[config.mk]
export PLATFORM = sky130hd
export DESIGN_NAME = llhs_midpoint
export DESIGN_NICKNAME = d
export VERILOG_FILES = /design/src/hw/rtl/llhs_pkg.sv /design/src/hw/rtl/llhs_midpoint.sv
export SDC_FILE = /design/constraint.sdc
export NUM_CORES = 1
export LEC_CHECK = 0
export BUFFER_PORTS_ARGS = -buffer_cell sky130_fd_sc_hd__buf_2
export CORE_AREA = 8 8 98 100
export DETAILED_ROUTE_END_ITERATION = 10
export DIE_AREA = 0 0 106 108
export PLACE_DENSITY_LB_ADDON = 0.3
export SYNTH_ARGS = -nofsm -noshare
export SYNTH_HDL_FRONTEND = slang
export SYNTH_SLANG_ARGS = --single-unit
[constraint.sdc]
create_clock -name clk -period 4.7 [get_ports clk]
set_input_delay 0.235 -clock clk [delete_from_list [all_inputs] [get_ports clk]]
set_output_delay 0.235 -clock clk [all_outputs]
set_load 0.1 [all_outputs]
[src/hw/rtl/llhs_pkg.sv]
// Shared constants, operation codes and state codes for the latency histogram block.
package llhs_pkg;

    // Field widths of the request and result ports
    localparam int OP_W      = 1;
    localparam int TIME_W    = 64;
    localparam int BYTES_W   = 32;
    localparam int PCT_W     = 14;
    localparam int BKT_OUT_W = 11;
    localparam int LAT_OUT_W = 23;
    localparam int CNT_OUT_W = 32;
    localparam int SUM_W     = 64;

    // Percentile scale: hundredths of a percent
    localparam int unsigned PCT_SCALE = 10000;

    // Operation codes
    localparam logic [OP_W-1:0] OP_RECORD = 1'b0;
    localparam logic [OP_W-1:0] OP_QUERY  = 1'b1;

    // Controller state codes
    localparam int ST_W = 4;
    localparam logic [ST_W-1:0] ST_CLEAR = 4'd0;
    localparam logic [ST_W-1:0] ST_IDLE  = 4'd1;
    localparam logic [ST_W-1:0] ST_LAT   = 4'd2;
    localparam logic [ST_W-1:0] ST_BKT   = 4'd3;
    localparam logic [ST_W-1:0] ST_RMW   = 4'd4;
    localparam logic [ST_W-1:0] ST_THR   = 4'd5;
    localparam logic [ST_W-1:0] ST_WALK  = 4'd6;
    localparam logic [ST_W-1:0] ST_MID   = 4'd7;
    localparam logic [ST_W-1:0] ST_DONE  = 4'd8;

endpackage

[src/hw/rtl/llhs_midpoint.sv]
// Registered bucket midpoint latency from a bucket index.
module llhs_midpoint #(
    parameter int SUB_BUCKETS = 64,
    parameter int OCTAVES     = 18
) (
    input  logic                                   clk,
    input  logic [$clog2(SUB_BUCKETS*OCTAVES)-1:0] idx,
    output logic [llhs_pkg::SUM_W-1:0]             mid
);
    import llhs_pkg::*;

    localparam int SUB_LOG = $clog2(SUB_BUCKETS);
    localparam int IDX_W   = $clog2(SUB_BUCKETS * OCTAVES);
    localparam int OCT_W   = IDX_W - SUB_LOG;

    logic [OCT_W-1:0]   oct;
    logic [SUB_LOG-1:0] sub;
    logic [OCT_W-1:0]   sh;
    logic [SUM_W-1:0]   base;
    logic [SUM_W-1:0]   mid_next;
    logic [SUM_W-1:0]   mid_reg;

    // Split the index, clamp past the top bucket, build the midpoint
    always_comb
    begin
        oct = idx[IDX_W-1:SUB_LOG];
        sub = idx[SUB_LOG-1:0];
        if (oct > OCT_W'(OCTAVES - 1))
        begin
            oct = OCT_W'(OCTAVES - 1);
            sub = '1;
        end
        sh   = oct - OCT_W'(1);
        base = SUM_W'(SUB_BUCKETS) + SUM_W'(sub);
        if (oct == '0)
        begin
            mid_next = SUM_W'(sub);
        end
        else
        begin
            mid_next = (base << sh) + ((SUM_W'(1) << sh) >> 1);
        end
    end

    always_ff @(posedge clk)
    begin
        mid_reg <= mid_next;
    end

    assign mid = mid_reg;

endmodule

Word-level counts from Yosys, hierarchy flattened
Cells that the tools add are included.
- reductions and logical operators: 1
- shift operators: 2
- muxes and demuxes: 3
- bitwise logic cells: 0
- add/subtract/negate cells: 3
- $mul: 0
- equality and inequality tests: 0
- divide/modulo/power cells: 0
- $lt $le $gt $ge: 1
- operators by type and width (operator ; count):
    $add A64 B63 Y64 ; 1
    $shl A1 B5 Y64 const A ; 1
    $shl A8 B5 Y64 ; 1
    $mux W6 ; 2
    $add A7 B6 Y8 const A ; 1
    $gt A5 B5 Y1 const B ; 1
    $logic_not A5 Y1 ; 1
    $mux W5 ; 1
    $sub A5 B1 Y5 const B ; 1
- bits of input ports: 12
- output and inout port bits: 64
- ROM bits: 0
- logic and storage cells: 12
- memories kept: 0
- bits in latches: 0
- bits in writable memories: 0
- register bits after elaboration: 64

Logic depth before layout (Yosys ltp)
- depth after elaboration: 6
- depth in mapped cells: 21
- gate-level depth less buffers: 18

Worst setup path after synthesis
No wires, ideal clock.
- path kind: input to register
- from: input port idx[9]
- to: register mid_reg[26] (netlist: mid[26])
- data arrival time: 4.290 ns
- slack: 0.338 ns
- stages on the path: 20
- data required time: 4.628 ns
- setup time: 0.072 ns
- buffers on the path: 2
- path through: o31a_1 > nor2_1 > ha_1 > clkbuf_1 > mux4_2 > nor2_1 > nand2_1 > o21ai_0 > mux2_2 > nor2_1 > ha_1 > buf_2 > nand4_1 > or2_0 > or2_2 > o21ai_1 > a41oi_4 > o21a_1 > o41ai_2 > mux2i_1
- cells in the longest elaborated chain, start to end: 5
- elaborated cells between the ends (all ways): 9
- those cells by class: 3 x add/sub; 1 x order compare; 2 x shift; 2 x mux; 1 x reduce/logical
- RTL lines (item ; line ; source):
    start: declaration ; llhs_midpoint.sv:7 ; input logic [$clog2(SUB_BUCKETS*OCTAVES)-1:0] idx,
    $gt A5 B5 Y1 ; llhs_midpoint.sv:28 ; if (oct > OCT_W'(OCTAVES - 1))
    $mux W6 or $mux W5 (tied branches) ; llhs_midpoint.sv:28 ;
    $add A7 B6 Y8 or $sub A5 B1 Y5 (tied branches) ; llhs_midpoint.sv:34, llhs_midpoint.sv:33 ;
    $shl A8 B5 Y64 or $shl A1 B5 Y64 (tied branches) ; llhs_midpoint.sv:41 ; mid_next = (base << sh) + ((SUM_W'(1) << sh) >> 1);
    $add A64 B63 Y64 ; llhs_midpoint.sv:41 ;
    end signal: assignment ; llhs_midpoint.sv:47 ; mid_reg <= mid_next;
    end: declaration ; llhs_midpoint.sv:21 ; logic [SUM_W-1:0] mid_reg;
Several ways; a longest one is shown, not always the timed one.
A chain may end at the register's enable or synchronous reset.

Final worst setup path
- from: input port idx[9]
- to: register mid_reg[34] (netlist: mid[34])
The elaborated chain is that of the path after synthesis.

==> flow_metrics.tcl <==
set metrics [dict create \
    final_cell_mix "nor2_1 (103), buf_4 (51), buf_2 (50), nand2_1 (48), dfxtp_1 (39)" \
    layout_commonest_cell "nor2_1" \
    grt_pass1_vias 4079 \
    finalNonFillerCells 725 \
    drc 0 \
    dp_slack_ns 0.0698 \
    overflow 0 \
    drt_wl_total_um 11600 \
    worst_slew_pin_slew_ns 0.971 \
    ys_async_sr_fraction 0 \
    netlist_instances 532 \
    finalCriticalPeriod_ns 4.39 \
    drt_iter0_drc 242 \
    drv_cap 0 \
    die_area_um2 11400 \
    cp_max_fo 10 \
    antenna_found_initial 0 \
    fin_nets 667 \
    synthAdderAreaFrac 0.117 \
    yosysWarnings 0 \
    routedWlPerCell_um 16.0 \
    num_io_pins 76 \
    drive_above_1_share 0.215 \
    place_inst 717 \
    hold_path.class "in2reg" \
    hpwlAfterDp_um 9400 \
    synthSimpleGateAreaFrac 0.262 \
    drtAntennaViolNets 0 \
    clkSinkCount 39 \
    ys_ff_latch 39 \
    fp.dieW_um 106 \
    hold_path_depth 2 \
    end_kind "flop" \
    start_util 0.487 \
    track_usage 0.203 \
    place.gp.congestion 0.964 \
    area_delta_synth_final_pct 16.9 \
    cts_max_level 2 \
    synth_ff_type "dfxtp_1" \
    largest_reg_flops 39 \
    clockBufferDepth 2 \
    ys_types 62 \
    period_share 0.935 \
    cts_resized 0 \
    synth_xor_area_frac 0.0508 \
    maxSlewHeadroom 0.351 \
    worst_slack_ns 0.306 \
    setup_tns_ns 0 \
    grt_pass1_wl_um 19200 \
    crit_type "in2reg" \
    synth_area_per_cell_um2 7.37 \
    grt_setup_unrepaired "no" \
    fp.dieH_um 108 \
    syn_area_um2 3920 \
    synth_top_family_by_area "simple AND/OR/NAND/NOR gates" \
    drtPass1Iterations 5 \
    fp-row-count 33 \
    crit_required_ns 4.94 \
    portBuffers 50 \
    core_um2 8050 \
    worst_setup_path_start_kind "input port" \
    regArea_um2 781 \
    synth-edff-count 0 \
    status "finished, final reports clean" \
    fillCellCount 809 \
    grt_max_degree 25 \
    fmax_mhz 228 \
    vias 4085 \
    postCtsHoldBufs 0 \
    p_per_area_nw_per_um2 301 \
    ir_drop_uv 146 \
    hold_slack_ns 0.222 \
    ys_seq_area_frac 0.199 \
    numCtsBuffers 5 \
    hold_viol_final 0 \
    setup_viol 0 \
    crit_arrival_ns 4.63 \
    cts_setup_buffers 0 \
    diodes 0 \
    synth_compound_area_frac 0.236 \
    muxShareOfSynthArea 0.0527 \
    cts_tree "built" \
    cts-root-buf "clkbuf_8" \
    clk_pin_slew_ns 0.08 \
    vias_per_cell 5.63 \
    power_leakage_nw 2.23 \
    slew_viol_final 0 \
    multi_input_area_um2 2910 \
]
## critical path: stages
cell,delay [ns]
buf_2,0.13
o31a_1,0.32
nor2_1,0.25
ha_1,0.38
xor2_2,0.41
mux2_2,0.45
mux2_2,0.29
nor2_1,0.09
ha_1,0.19
nand4_1,0.16
or2_0,0.25
or2_2,0.30
o21ai_1,0.12
buf_4,0.15
nand4_1,0.25
o21ai_1,0.25
buf_4,0.15
o2111ai_1,0.11
nand2_1,0.13
## per-stage QoR
stage	instance area [µm²]	util	total power, W
after global routing	4580	0.569	0.00145
final	4580	0.569	0.00138
after floorplan	4010	-	0.00101
after global placement	4500	0.559	0.00115
after detailed placement	4500	0.559	0.00115
after CTS	4580	0.569	0.00139
## cell usage after synthesis, types with 3 or more instances
cell type / n / area [µm²]
a21oi_1: 31 / 155
inv_1: 12 / 45.0
a211oi_1: 3 / 22.5
a221oi_1: 4 / 35.0
xor2_1: 9 / 78.8
nor3_1: 10 / 50.1
nand2_1: 48 / 180
o31ai_1: 3 / 22.5
and2_1: 4 / 25.0
mux4_2: 3 / 67.6
a31oi_1: 7 / 43.8
a21o_1: 15 / 113
ha_1: 35 / 438
or3_1: 6 / 37.5
and3_1: 5 / 31.3
xnor2_1: 10 / 87.6
dfxtp_1: 39 / 781
nand3_1: 17 / 85.1
mux2i_1: 6 / 60.1
o21a_1: 9 / 67.6
o22ai_1: 6 / 37.5
nor2_1: 103 / 387
o21ai_0: 26 / 130
clkbuf_1: 18 / 67.6
nand2b_1: 12 / 75.1
mux2_2: 7 / 78.8
buf_4: 27 / 203
o21bai_1: 3 / 22.5
nand4_1: 6 / 37.5
or2_2: 3 / 18.8
o21ai_1: 8 / 40.0
## power by group
| part | internal [W] | switching [W] |
|---|---|---|
| combinational | 0.000178 | 0.000600 |
| sequential | 0.000369 | 0.00000729 |
| clock | 0.000104 | 0.000121 |
## worst paths after layout
check	start	endpoint	slack, ns
min	idx[3]	mid[3]	0.22
max	idx[9]	mid[34]	0.31
## cells by family after synthesis
logic type | count (synthesis)
AOI/OAI and AO/OA | 135
xor gates and xnor gates | 21
adders and majority gates | 36
buffers and inverters | 58
DFF | 39
muxes | 16
other | 1
and+or+nand+nor | 226
## area by class of cell
class,count,area share
Timing Repair Buffer,101,0.138
Inverter,12,0.00983
Clock inverter,1,0.00109
Multi-Input combinational cell,460,0.635
Clock buffer,7,0.0166
Tap cell,105,0.0287
Sequential cell,39,0.170
## routing by layer
layer	vias to the layer above	wire [µm]	global-route usage
met1	1900	5340	0.258
met3	17	761	0.0327
met2	171	5370	0.340
met4	0	155	0.0754
met5	-	0	0
li1	1997	-	-
Note: power is estimated with default switching activity, not from simulation.
