<file path="config.mk">
export PLATFORM = sky130hd
export DESIGN_NAME = llhs_bucket_index
export DESIGN_NICKNAME = d
export VERILOG_FILES = /design/src/hw/rtl/llhs_pkg.sv /design/src/hw/rtl/llhs_bucket_index.sv
export SDC_FILE = /design/constraint.sdc
export NUM_CORES = 1
export LEC_CHECK = 0
export ABC_CLOCK_PERIOD_IN_PS = 6890
export BUFFER_PORTS_ARGS = -buffer_cell sky130_fd_sc_hd__buf_2
export CORE_ASPECT_RATIO = 0.5
export CORE_MARGIN = 8
export CORE_UTILIZATION = 55
export DETAILED_ROUTE_END_ITERATION = 10
export GPL_TIMING_DRIVEN = 0
export PLACE_DENSITY = 0.8
export SYNTH_ARGS = -nofsm -noshare
export SYNTH_HDL_FRONTEND = slang
export SYNTH_SLANG_ARGS = --single-unit
export TNS_END_PERCENT = 20
</file>
<file path="constraint.sdc">
create_clock -name clk -period 6.89 [get_ports clk]
set_input_delay 0.689 -clock clk [delete_from_list [all_inputs] [get_ports clk]]
set_output_delay 0.689 -clock clk [all_outputs]
set_load 0.1 [all_outputs]
</file>
<file path="src/hw/rtl/llhs_pkg.sv">
// Shared constants, operation codes and state codes for the latency histogram block.
package llhs_pkg;

    // Field widths of the request and result ports
    localparam int OP_W      = 1;
    localparam int TIME_W    = 64;
    localparam int BYTES_W   = 32;
    localparam int PCT_W     = 14;
    localparam int BKT_OUT_W = 11;
    localparam int LAT_OUT_W = 23;
    localparam int CNT_OUT_W = 32;
    localparam int SUM_W     = 64;

    // Percentile scale: hundredths of a percent
    localparam int unsigned PCT_SCALE = 10000;

    // Operation codes
    localparam logic [OP_W-1:0] OP_RECORD = 1'b0;
    localparam logic [OP_W-1:0] OP_QUERY  = 1'b1;

    // Controller state codes
    localparam int ST_W = 4;
    localparam logic [ST_W-1:0] ST_CLEAR = 4'd0;
    localparam logic [ST_W-1:0] ST_IDLE  = 4'd1;
    localparam logic [ST_W-1:0] ST_LAT   = 4'd2;
    localparam logic [ST_W-1:0] ST_BKT   = 4'd3;
    localparam logic [ST_W-1:0] ST_RMW   = 4'd4;
    localparam logic [ST_W-1:0] ST_THR   = 4'd5;
    localparam logic [ST_W-1:0] ST_WALK  = 4'd6;
    localparam logic [ST_W-1:0] ST_MID   = 4'd7;
    localparam logic [ST_W-1:0] ST_DONE  = 4'd8;

endpackage

</file>
<file path="src/hw/rtl/llhs_bucket_index.sv">
// Two-stage bucket index unit: leading-one search, then octave and sub-bucket select.
module llhs_bucket_index #(
    parameter int SUB_BUCKETS = 64,
    parameter int OCTAVES     = 18
) (
    input  logic                                                clk,
    input  logic                                                rst_n,
    input  logic                                                in_vld,
    input  logic [llhs_pkg::TIME_W-1:0]                         lat,
    output logic                                                out_vld,
    output logic [$clog2(SUB_BUCKETS*OCTAVES)-1:0]              idx
);
    import llhs_pkg::*;

    localparam int SUB_LOG = $clog2(SUB_BUCKETS);
    localparam int IDX_W   = $clog2(SUB_BUCKETS * OCTAVES);
    localparam int OCT_W   = IDX_W - SUB_LOG;
    localparam int LEN_W   = $clog2(TIME_W + 1);
    localparam int SAT_LEN = SUB_LOG + OCTAVES - 1;

    logic [LEN_W-1:0]   bitlen;
    logic [LEN_W-1:0]   halv_raw;
    logic [OCT_W-1:0]   halv;
    logic               sat;

    logic               s1_vld_reg;
    logic [TIME_W-1:0]  s1_lat_reg;
    logic [OCT_W-1:0]   s1_halv_reg;
    logic               s1_sat_reg;

    logic [TIME_W-1:0]  shifted;
    logic [SUB_LOG-1:0] sub;
    logic [IDX_W-1:0]   idx_next;
    logic               out_vld_reg;
    logic [IDX_W-1:0]   idx_reg;

    // Find the bit length of the latency
    always_comb
    begin
        bitlen = '0;
        for (int k = 0; k < TIME_W; k++)
        begin
            if (lat[k])
            begin
                bitlen = LEN_W'(k + 1);
            end
        end
    end

    // Count halvings, capped at the top octave
    always_comb
    begin
        if (bitlen > LEN_W'(SUB_LOG))
        begin
            halv_raw = bitlen - LEN_W'(SUB_LOG);
        end
        else
        begin
            halv_raw = '0;
        end
        if (halv_raw > LEN_W'(OCTAVES - 1))
        begin
            halv = OCT_W'(OCTAVES - 1);
        end
        else
        begin
            halv = halv_raw[OCT_W-1:0];
        end
        sat = (bitlen > LEN_W'(SAT_LEN));
    end

    // Hold stage one
    always_ff @(posedge clk or negedge rst_n)
    begin
        if (!rst_n)
        begin
            s1_vld_reg <= 1'b0;
        end
        else
        begin
            s1_vld_reg <= in_vld;
        end
    end

    always_ff @(posedge clk)
    begin
        s1_lat_reg  <= lat;
        s1_halv_reg <= halv;
        s1_sat_reg  <= sat;
    end

    // Select the sub-bucket within the octave
    always_comb
    begin
        shifted = s1_lat_reg >> (s1_halv_reg - OCT_W'(1));
        if (s1_sat_reg)
        begin
            sub = '1;
        end
        else
        begin
            sub = shifted[SUB_LOG-1:0];
        end
        if (s1_halv_reg < OCT_W'(2))
        begin
            idx_next = s1_lat_reg[IDX_W-1:0];
        end
        else
        begin
            idx_next = {s1_halv_reg, sub};
        end
    end

    // Hold stage two
    always_ff @(posedge clk or negedge rst_n)
    begin
        if (!rst_n)
        begin
            out_vld_reg <= 1'b0;
        end
        else
        begin
            out_vld_reg <= s1_vld_reg;
        end
    end

    always_ff @(posedge clk)
    begin
        idx_reg <= idx_next;
    end

    assign out_vld = out_vld_reg;
    assign idx     = idx_reg;

endmodule

</file>
==> Word level (Yosys, flattened, before mapping) <==
Index checks and enable logic that the tools add are counted.
{ "totals": {"latchBits": 0, "out_inout_bits": 12, "n_memories": 0, "mem_bits_ro": 0, "ramBits": 0, "inputBits": 67, "register_bits": 83} }
{ "classes": {"n_lt_le_gt_ge": 4, "muxes": 67, "multipliers": 0, "n_bitwise": 0, "n_shift": 1, "reduce_logical": 0, "n_eq_ne": 0, "div": 0, "n_addsub": 2} }
{ "ops": {"columns": ["cell", "count"], "rows": [
  ["7-bit 2-to-1 mux", 62],
  ["64-bit by 5-bit >> shifter with 6-bit output", 1],
  ["7-bit by 5-bit > comparator with 1-bit output (second input constant)", 2],
  ["11-bit 2-to-1 mux", 1],
  ["7-bit by 3-bit > comparator with 1-bit output (second input constant)", 1],
  ["7-bit by 3-bit subtractor with 7-bit output (second input constant)", 1],
  ["6-bit 2-to-1 mux", 1],
  ["5-bit by 2-bit < comparator with 1-bit output (second input constant)", 1],
  ["5-bit by 1-bit subtractor with 5-bit output (second input constant)", 1],
  ["2-bit 2-to-1 mux", 2],
  ["1-bit 2-to-1 mux", 1]
]} }

==> Logic depth before layout (Yosys ltp) <==
Gate-level depths: netlist (run 1).
{ "logic_depth": {"word_depth": 67, "mapped_depth": 12, "mapped_depth_nobuf": 11} }

==> Worst setup path before layout (run 1) <==
No wires, ideal clock.
{ "synth_path": {"kind": "input -> register", "from": "in lat[51] (netlist name)", "to": "reg s1_halv_reg[2]", "setup_slack_ns": 3.507, "cell_stages": 12, "required_ns": 6.817, "arrival_ns": 3.310, "cell_sequence": "or4_1 > a21boi_0 > o21a_1 > a41o_1 > nor2_1 > ha_1 > buf_2 > or3_1 > a21o_1 > a32o_1 > a211o_1 > nor3b_2"} }
{ "synth_via": {"elab_chain_len": 16} }
{ "synth_rtl": {"columns": ["element", "line", "rtl"], "rows": [
  ["start, declared", "llhs_bucket_index.sv:9", "input logic [llhs_pkg::TIME_W-1:0] lat,"],
  ["7-bit 2-to-1 mux (*) (13 in a row)", "llhs_bucket_index.sv:43", "if (lat[k])"],
  ["7-bit by 3-bit subtractor with 7-bit output / 7-bit by 3-bit > comparator with 1-bit output (equally long branches)", "llhs_bucket_index.sv:55, llhs_bucket_index.sv:53", null],
  ["7-bit 2-to-1 mux (*)", "llhs_bucket_index.sv:53", "if (bitlen > LEN_W'(SUB_LOG))"],
  ["7-bit by 5-bit > comparator with 1-bit output", "llhs_bucket_index.sv:61", "if (halv_raw > LEN_W'(OCTAVES - 1))"],
  ["end signal, assigned", "llhs_bucket_index.sv:88", "s1_halv_reg <= halv;"],
  ["end, declared", "llhs_bucket_index.sv:28", "logic [OCT_W-1:0] s1_halv_reg;"]
]} }
Every way passes the cells marked *; elsewhere a longest branch is shown, timed or not.
A chain may end at the register's enable or synchronous reset.

==> Worst setup path in the final report (run 1) <==
{ "layout_path": {"from": "reg s1_halv_reg[0]", "to": "reg idx_reg[3] (netlist: idx[3])"} }
{ "layout_via": {"elab_chain_len": 4} }
{ "layout_rtl": {"columns": ["element", "line", "rtl"], "rows": [
  ["5-bit by 1-bit subtractor with 5-bit output", "llhs_bucket_index.sv:95", "shifted = s1_lat_reg >> (s1_halv_reg - OCT_W'(1));"],
  ["64-bit by 5-bit >> shifter with 6-bit output", "llhs_bucket_index.sv:95", null],
  ["6-bit 2-to-1 mux", "llhs_bucket_index.sv:96", "if (s1_sat_reg)"],
  ["11-bit 2-to-1 mux (*)", "llhs_bucket_index.sv:104", "if (s1_halv_reg < OCT_W'(2))"],
  ["via idx_next[3]", "llhs_bucket_index.sv:33", "logic [IDX_W-1:0] idx_next;"],
  ["end signal, assigned", "llhs_bucket_index.sv:129", "idx_reg <= idx_next;"],
  ["end, declared", "llhs_bucket_index.sv:35", "logic [IDX_W-1:0] idx_reg;"]
]} }
The timed path passes the listed nets; every way through them passes the cells marked *.

==> flow_summary.ini, run 1 <==
[worst_setup_path]
crit_top_cell = mux4_2
crit_chain = inv_1 > buf_1 > ha_1 > xor2_1 > clkbuf_1 > mux4_2 > mux4_2 > nor2b_1 > a211oi_1 > o21ai_0
critPathMaxFanout = 10
cpPeakStageDelay_ns = 0.57
end_kind = register
cp.arrival_ns = 4.21
worst-setup-path-type = register to register
cp-start-kind = register
critPathRequiredTime_ns = 7.01
slowest_stage = buf_1

[grt]
overflow = 0
grt_usage = 0.220
grt_pass1_vias = 3937
grt_max_degree = 18
antenna_found_initial = 0
grt_pass1_wl_um = 18900

[power_and_ir_drop]
power.total_mw = 0.756
power_density_nw_per_um2 = 163
max-vdd-ir-drop_v = 0.0000860
leakage_nw = 1.84

[finish]
drive_gt1_frac = 0.280
largest_register_ffs = 37
diodes = 0
multiInputGateArea_sq_um = 2700
fillers = 552
register_area_sq_um = 1130
final_area_sq_um = 4630
final_nets = 585
area_growth_pct = 17.0

[clock_network]
cts_sinks = 56
cts_resized = 0
cts_inserted_buffers = 5
post_cts_buffers = 0
cts_tree = done
clock-root-buffer = clkbuf_16
h-tree-depth = 2
cts.path.max_buffers = 2
clk_pin_slew_worst_paths_ns = 0.08
hold_buffers = 0
insertion_delay_ns = 0.29

[detailed_routing]
drc = 0
wl_per_cell_um = 19.0
wirelength_um = 11600
first_iter_violations = 400
ant_nets = 0
vias = 3980
viasPerCell = 6.54
dr.pass1.iters = 4

[logic_synthesis]
ys_seq_area_frac = 0.286
synth_top_area_cell = dfxtp_1
syn_inst = 431
synth_edf_count = 0
synthFlopType = dfxtp_1
synthTopCellsByArea = dfxtp_1, mux4_2, nor2_1, mux2i_1, a21oi_1
yosys.area_share.xor_xnor = 0.0111
yosys.area.top_type_share = 0.273
synth_nets = 500
synth_most_common_cell = dfxtp_1
synth-compound-area-share = 0.190
synth_top_family_by_area = multiplexers
yosysWarnings = 0
syn_area_per_cell_sq_um = 9.17
synth_seq_cells = 56
synthArstFlopShare = 0.0357
synth.distinct_cells = 65
yosys-top-cells-count = dfxtp_1, nor2_1, mux4_2
synth-adder-area-share = 0.00633
synthMuxAreaShare = 0.242
yosys.area_share.simple = 0.233
synthesis.area_sq_um = 3950

[floorplanning]
die_x_um = 136
die_h_um = 76.0
core_sq_um = 6830
start_util = 0.579
fp.dieArea_sq_um = 10300
ioPinCount = 79
rows = 21

[sta]
drv_slew = 0
hold_ws_ns = 0.162
tns_ns = 0
final-hold-violation-count = 0
skew_ns = 0.00782
min_period_ns = 4.09
layout_setup_ws_ns = 2.80
fmax_mhz = 244
rsz0062_at_grt = no
fin_crit_sh = 0.594
slew_headroom = 0.276
setup_violations = 0
tightest_slew_ns = 1.08

[place]
dp_hpwl_um = 8900
placed_area_sq_um = 4460
port_buffers = 78
post-place-ws_ns = 2.94
routabilityCongestion = 0.915

[status]
status = complete, no violations

[job]
max_cap_violations = 0

[min_path]
min_path_type = input port to async pin
-- stage by stage --
step	utilization	std cells
2_1_floorplan	-	431
3_3_place_gp	0.653	601
3_5_place_dp	0.653	601
4_1_cts	0.677	609
5_1_grt	0.677	609
6_report	0.677	609
-- logic make-up after synthesis --
family,after synthesis
and+or+nand+nor,169
AOI/OAI and AO/OA,111
muxes,56
DFF,56
buffers and inverters,32
xor gates and xnor gates,5
adders and majority gates,2
-- path summary, 6_finish.rpt --
kind	to	slack (ns)	depth (start not counted)	from
worst min-delay path	out_vld$_DFF_PN0_	0.16	1	rst_n
worst max register to register	idx[3]$_DFF_P_	2.80	10	s1_halv_reg[0]$_SDFF_PN1_
min in group clk	out_vld$_DFF_PN0_	0.37	0	s1_vld_reg$_DFF_PN0_
worst min register to register	out_vld$_DFF_PN0_	0.37	0	s1_vld_reg$_DFF_PN0_
max in group asynchronous	s1_vld_reg$_DFF_PN0_	6.63	1	rst_n
worst max-delay path	idx[3]$_DFF_P_	2.80	10	s1_halv_reg[0]$_SDFF_PN1_
-- placed cells by master, fill, tap and decap left out, types with 16 or more instances in the layout --
cell type,n
buf_2,81
dfxtp_1,54
nor2_1,47
mux4_2,31
a21oi_1,27
o21ai_0,25
nor3_1,24
nand2_1,23
inv_1,19
mux2i_1,17
nor4_1,16
-- metal layers --
layer  wire, um  vias up  global-route usage
met1       4830     1847               0.282
met4        326        0              0.0773
met2       5370      231               0.354
met5          0        -                   0
met3       1050       37              0.0533
li1           -     1865                   -
-- cell type report --
class,instances,area share
sequential,56,0.244
tap,92,0.0249
buffer,13,0.0114
clock buffer,6,0.0279
timing repair buffer,78,0.0844
inverter,19,0.0154
clock inverter,2,0.00838
multi-input combinational,343,0.583
-- report_power, final --
group	internal [mW]	switching, mW	total, mW
logic	0.0527	0.0632	0.116
clock network	0.173	0.117	0.291
registers	0.336	0.0130	0.349
-- worst max-delay path, delay by kind of cell (launching register included) --
family,cells,cell delay [ns]
XOR/XNOR,1,0.49
flip-flops,1,0.38
AND/OR/NAND/NOR,1,0.15
AO/OA/AOI/OAI,2,0.52
buffers and inverters,3,1.19
multiplexers,2,0.88
adder cells (fa/ha/maj),1,0.31
No activity file was read; power rests on OpenSTA's default activity.
==> run 2, diff against run 1 <==
- ABC_CLOCK_PERIOD_IN_PS: 6890 -> 3450
- CORE_UTILIZATION: 55 -> 51
- PLACE_DENSITY: 0.8 -> 0.78
- clock period: 6.89 -> 3.45 ns (I/O delays scaled with it)
==> flow_summary.ini, run 2 (synthesis gave the netlist of run 1 again) <==
[floorplanning]
die_x_um = 141
core_sq_um = 7430
rows = 22
ioPinCount = 79
fp.dieArea_sq_um = 11000
start_util = 0.532
die_h_um = 78.3

[finish]
register_area_sq_um = 1130
largest_register_ffs = 37
area_growth_pct = 18.1
drive_gt1_frac = 0.292
utilization = 0.628
final_nets = 586
fillers = 628
final_cell_mix = buf_2, dfxtp_1, nor2_1, mux4_2, a21oi_1
mostFrequentLayoutCell = buf_2
diodes = 0
instances_no_fill = 614
multiInputGateArea_sq_um = 2720

[place]
dp_hpwl_um = 8880
routabilityCongestion = 0.898
port_buffers = 78
place_inst = 605

[worst_setup_path]
cp.arrival_ns = 3.39
critPathRequiredTime_ns = 3.58
cp-start-kind = register
startpoint = s1_halv_reg[0]$_SDFF_PN1_
worst-setup-path-type = register to register
timing.rr.start = s1_halv_reg[0]$_SDFF_PN1_
critPathMaxFanout = 10
end_kind = register

[grt]
antenna_found_initial = 0
grt_usage = 0.204
grt_pass1_wl_um = 18600
overflow = 0
grt_max_degree = 18
grt_pass1_vias = 3777

[clock_network]
cts_inserted_buffers = 5
clock-root-buffer = clkbuf_16
post_cts_buffers = 0
cts.path.max_buffers = 2
cts_sinks = 56
insertion_delay_ns = 0.30
h-tree-depth = 2
cts_tree = done
clk_pin_slew_worst_paths_ns = 0.08

[detailed_routing]
dr.pass1.iters = 5
first_iter_violations = 477
vias = 3959
wirelength_um = 11500
ant_nets = 0
viasPerCell = 6.45
drc = 0
wl_per_cell_um = 18.7

[sta]
drv_slew = 0
hold_ws_ns = 0.143
fmax_mhz = 307
setup_violations = 0
tns_ns = 0
tightest_slew_ns = 1.15
slew_headroom = 0.226
min_period_ns = 3.26
fin_crit_sh = 0.945
final-hold-violation-count = 0
skew_ns = 0.0119

[power_and_ir_drop]
power_density_nw_per_um2 = 324
power.total_mw = 1.51
leakage_nw = 1.86
max-vdd-ir-drop_v = 0.000197

[job]
max_cap_violations = 0

[min_path]
min_path_type = input port to register
min_from = in_vld

[status]
status = complete, no violations
[run 2: metrics by stage]
stage          cell area [sq um]  worst slack, ns
3_5_place_dp                4460           -0.542
6_report                    4670            0.189
2_1_floorplan               3950            0.163
5_1_grt                     4670         -0.00354
4_1_cts                     4650           0.0244
3_3_place_gp                4460           -0.458
[run 2: path summary, 6_finish.rpt]
path,end,slack [ns],depth (start not counted)
min in group asynchronous,out_vld$_DFF_PN0_,0.34,2
worst min register to register,out_vld$_DFF_PN0_,0.36,0
max in group asynchronous,s1_vld_reg$_DFF_PN0_,3.02,2
worst max register to register,idx[3]$_DFF_P_,0.19,10
worst min-delay path,s1_vld_reg$_DFF_PN0_,0.14,1
worst max-delay path,idx[3]$_DFF_P_,0.19,10
[run 2: area by class of cell]
type	count	share of cell area
buffer	13	0.0131
multi-input combinational	343	0.582
clock inverter	2	0.00831
timing repair buffer	79	0.0857
tap	96	0.0257
clock buffer	6	0.0276
sequential	56	0.242
inverter	19	0.0153
[run 2: where the power goes]
| group | switching, mW | internal [mW] | leakage [nW] |
|---|---|---|---|
| Clock | 0.238 | 0.346 | 0.0815 |
| Sequential | 0.0253 | 0.671 | 0.473 |
| Combinational | 0.124 | 0.106 | 1.31 |
[run 2: timing repair]
| item | in CTS | in global routing |
|---|---|---|
| pin swaps | 0 | 0 |
| hold buffers | 1 | 0 |
| endpoints found under the hold margin | 2 | 0 |
| endpoints found under the setup margin | 6 | 2 |
| gates cloned | 0 | 0 |
| resized for setup | 5 | 5 |
[run 2: critical path: stages, from the launching register on]
cell and delay (ns):
dfxtp_1 0.48, inv_1 0.12, clkbuf_4 0.24, ha_1 0.30, xor2_4 0.28, buf_2 0.30, mux4_2 0.33, mux4_2 0.46
nor2b_1 0.16, a211oi_1 0.31, o21ai_0 0.11
[run 2: routing by layer]
layer	track usage	vias to the layer above	part of all wire
li1	-	1856	-
met1	0.267	1878	0.44
met2	0.339	194	0.47
met3	0.0392	31	0.071
met4	0.0596	0	0.021
met5	0	-	0
==> run 3, diff against run 2 <==
- ABC_AREA: default -> 1
- CORE_UTILIZATION: 51 -> 50
- PLACE_DENSITY: 0.78 -> 0.77
==> flow_summary.ini, run 3 <==
[logic_synthesis]
yosys-top-cells-count = nand2_1, inv_1, dfxtp_1
syn_inst = 570
synth_most_common_cell = nand2_1
synthesis.area_sq_um = 3740
synth_edf_count = 0
yosysWarnings = 0
yosys.area.top_type_share = 0.289
synthArstFlopShare = 0.0357
synth_nets = 639
synth_seq_cells = 56
synth.distinct_cells = 36
syn_area_per_cell_sq_um = 6.56
ys_seq_area_frac = 0.302
synthFlopType = dfxtp_1
synthTopCellsByArea = dfxtp_1, nand2_1, inv_1, bufinv_8, nand3_1
synth_top_area_cell = dfxtp_1

[worst_setup_path]
critPathMaxFanout = 3
crit_top_cell = nand3_1
cp-start-kind = input port
end_kind = register
cp.arrival_ns = 3.98
critPathCapture = s1_halv_reg[2]$_SDFF_PN0_
startpoint = lat[1]
r2r_slack_ns = 0.26
ff2ff_path_depth = 12
cp_top_family = simple AND/OR/NAND/NOR gates
cp_num_buf_inv = 5
cpPeakStageDelay_ns = 0.21
worst-setup-path-type = input port to register
timing.rr.start = s1_halv_reg[0]$_SDFF_PN1_
r2r_end = idx[5]$_DFF_P_
path_depth = 42
critPathRequiredTime_ns = 3.69
slowest_stage = a211oi_2

[sta]
tightest_slew_ns = 0.750
slew_headroom = 0.496
drv_slew = 0
rsz0062_at_grt = yes
tns_ns = -1.37
hold_ws_ns = 0.162
skew_ns = 0.00473
fin_crit_sh = 1.08
min_period_ns = 3.74
layout_setup_ws_ns = -0.288
setup_violations = 6
fmax_mhz = 268
final-hold-violation-count = 0

[grt]
grt_max_degree = 18
grt_pass1_vias = 3637
grt_usage = 0.181
antenna_found_initial = 0
overflow = 0
grt_pass1_wl_um = 16600

[finish]
largest_register_ffs = 37
diodes = 0
area_growth_pct = 20.3
drive_gt1_frac = 0.206
final_cell_mix = nand2_1, buf_2, inv_1, dfxtp_1, nand3_1
multiInputGateArea_sq_um = 1990
register_area_sq_um = 1130
mostFrequentLayoutCell = nand2_1
fillers = 707
utilization = 0.617
final_nets = 729

[status]
status = complete, but fails checks
violations = negative setup slack

[floorplanning]
core_sq_um = 7290
die_x_um = 138
die_h_um = 77.2
fp.dieArea_sq_um = 10700
start_util = 0.513
rows = 22
ioPinCount = 79

[detailed_routing]
first_iter_violations = 264
wl_per_cell_um = 13.3
ant_nets = 0
dr.pass1.iters = 5
wirelength_um = 10100
drc = 0
viasPerCell = 5.09
vias = 3853

[place]
dp_hpwl_um = 8150
routabilityCongestion = 0.928
port_buffers = 78

[job]
max_cap_violations = 0

[clock_network]
clock-root-buffer = clkbuf_16
clk_pin_slew_worst_paths_ns = 0.07
cts.path.max_buffers = 2
h-tree-depth = 2
insertion_delay_ns = 0.29
cts_tree = done
cts_sinks = 56
cts_inserted_buffers = 5

[power_and_ir_drop]
max-vdd-ir-drop_v = 0.000249
power_density_nw_per_um2 = 462
leakage_nw = 2.38

[min_path]
min_path_type = input port to register
min_from = in_vld
-- run 3: changes by cell type after synthesis, moves of 17 or more --
cell,before,now
nand2_1,23,171
mux4_2,31,0
nand3_1,2,48
nor3_1,24,1
inv_1,19,78
o21ai_0,25,42
nor2_1,47,20
-- run 3: stage by stage --
step / setup slack [ns] / instance area (sq um) / power, mW / cells
2_1_floorplan: -0.0124 / 3740 / 1.36 / 570
3_3_place_gp: -0.701 / 4250 / 1.57 / 744
3_5_place_dp: -0.743 / 4250 / 1.58 / 744
4_1_cts: -0.313 / 4470 / 2.07 / 755
5_1_grt: -0.925 / 4500 / 2.20 / 757
6_report: -0.288 / 4500 / 2.08 / 757
-- run 3: cell type report --
| cell class | instances | share of cell area |
|---|---|---|
| Multi-Input combinational cell | 392 | 0.442 |
| Sequential cell | 56 | 0.251 |
| Inverter | 102 | 0.132 |
| Timing Repair Buffer | 83 | 0.0979 |
| Clock buffer | 5 | 0.0278 |
| Tap cell | 96 | 0.0267 |
| Buffer | 20 | 0.0175 |
| Clock inverter | 3 | 0.00417 |
-- run 3: worst min path at each step --
stage / end / slack (ns) / depth (start not counted)
global placement: out_vld$_DFF_PN0_ / 0.13 / 1
CTS: s1_vld_reg$_DFF_PN0_ / 0.16 / 1
detailed placement: out_vld$_DFF_PN0_ / 0.13 / 1
floorplan: out_vld$_DFF_PN0_ / 0.05 / 0
global route: s1_vld_reg$_DFF_PN0_ / 0.15 / 1
finish: s1_vld_reg$_DFF_PN0_ / 0.16 / 1
-- run 3: timing repair --
action                                  in CTS  in global routing
hold buffers                                 1                  0
setup buffers                                2                  2
pin swaps                                   11                 11
endpoints found under the setup margin       6                 12
resized for setup                           12                 11
endpoints found under the hold margin        2                  0
-- run 3: logic make-up after synthesis --
family          share of synthesized area
compound gates                      0.172
xor+xnor                           0.0117
fa+ha+maj                         0.00669
buf+inv                             0.178
flops                               0.302
mux                                0.0375
simple gates                        0.292
-- run 3: report_power, final --
part | switching, mW | total (mW) | internal (mW) | leakage, nW
Combinational | 0.589 | 0.883 | 0.295 | 1.83
Clock | 0.211 | 0.478 | 0.267 | 0.0736
Sequential | 0.0232 | 0.717 | 0.694 | 0.476
Total | 0.823 | 2.08 | 1.26 | 2.38
-- run 3: metal layers --
layer  track usage  vias to the layer above  wire length, um
li1              -                     2021                -
met1         0.235                     1676             4830
met2         0.289                      141             4200
met3        0.0553                       15              890
met4        0.0344                        0              127
met5             0                        -                0
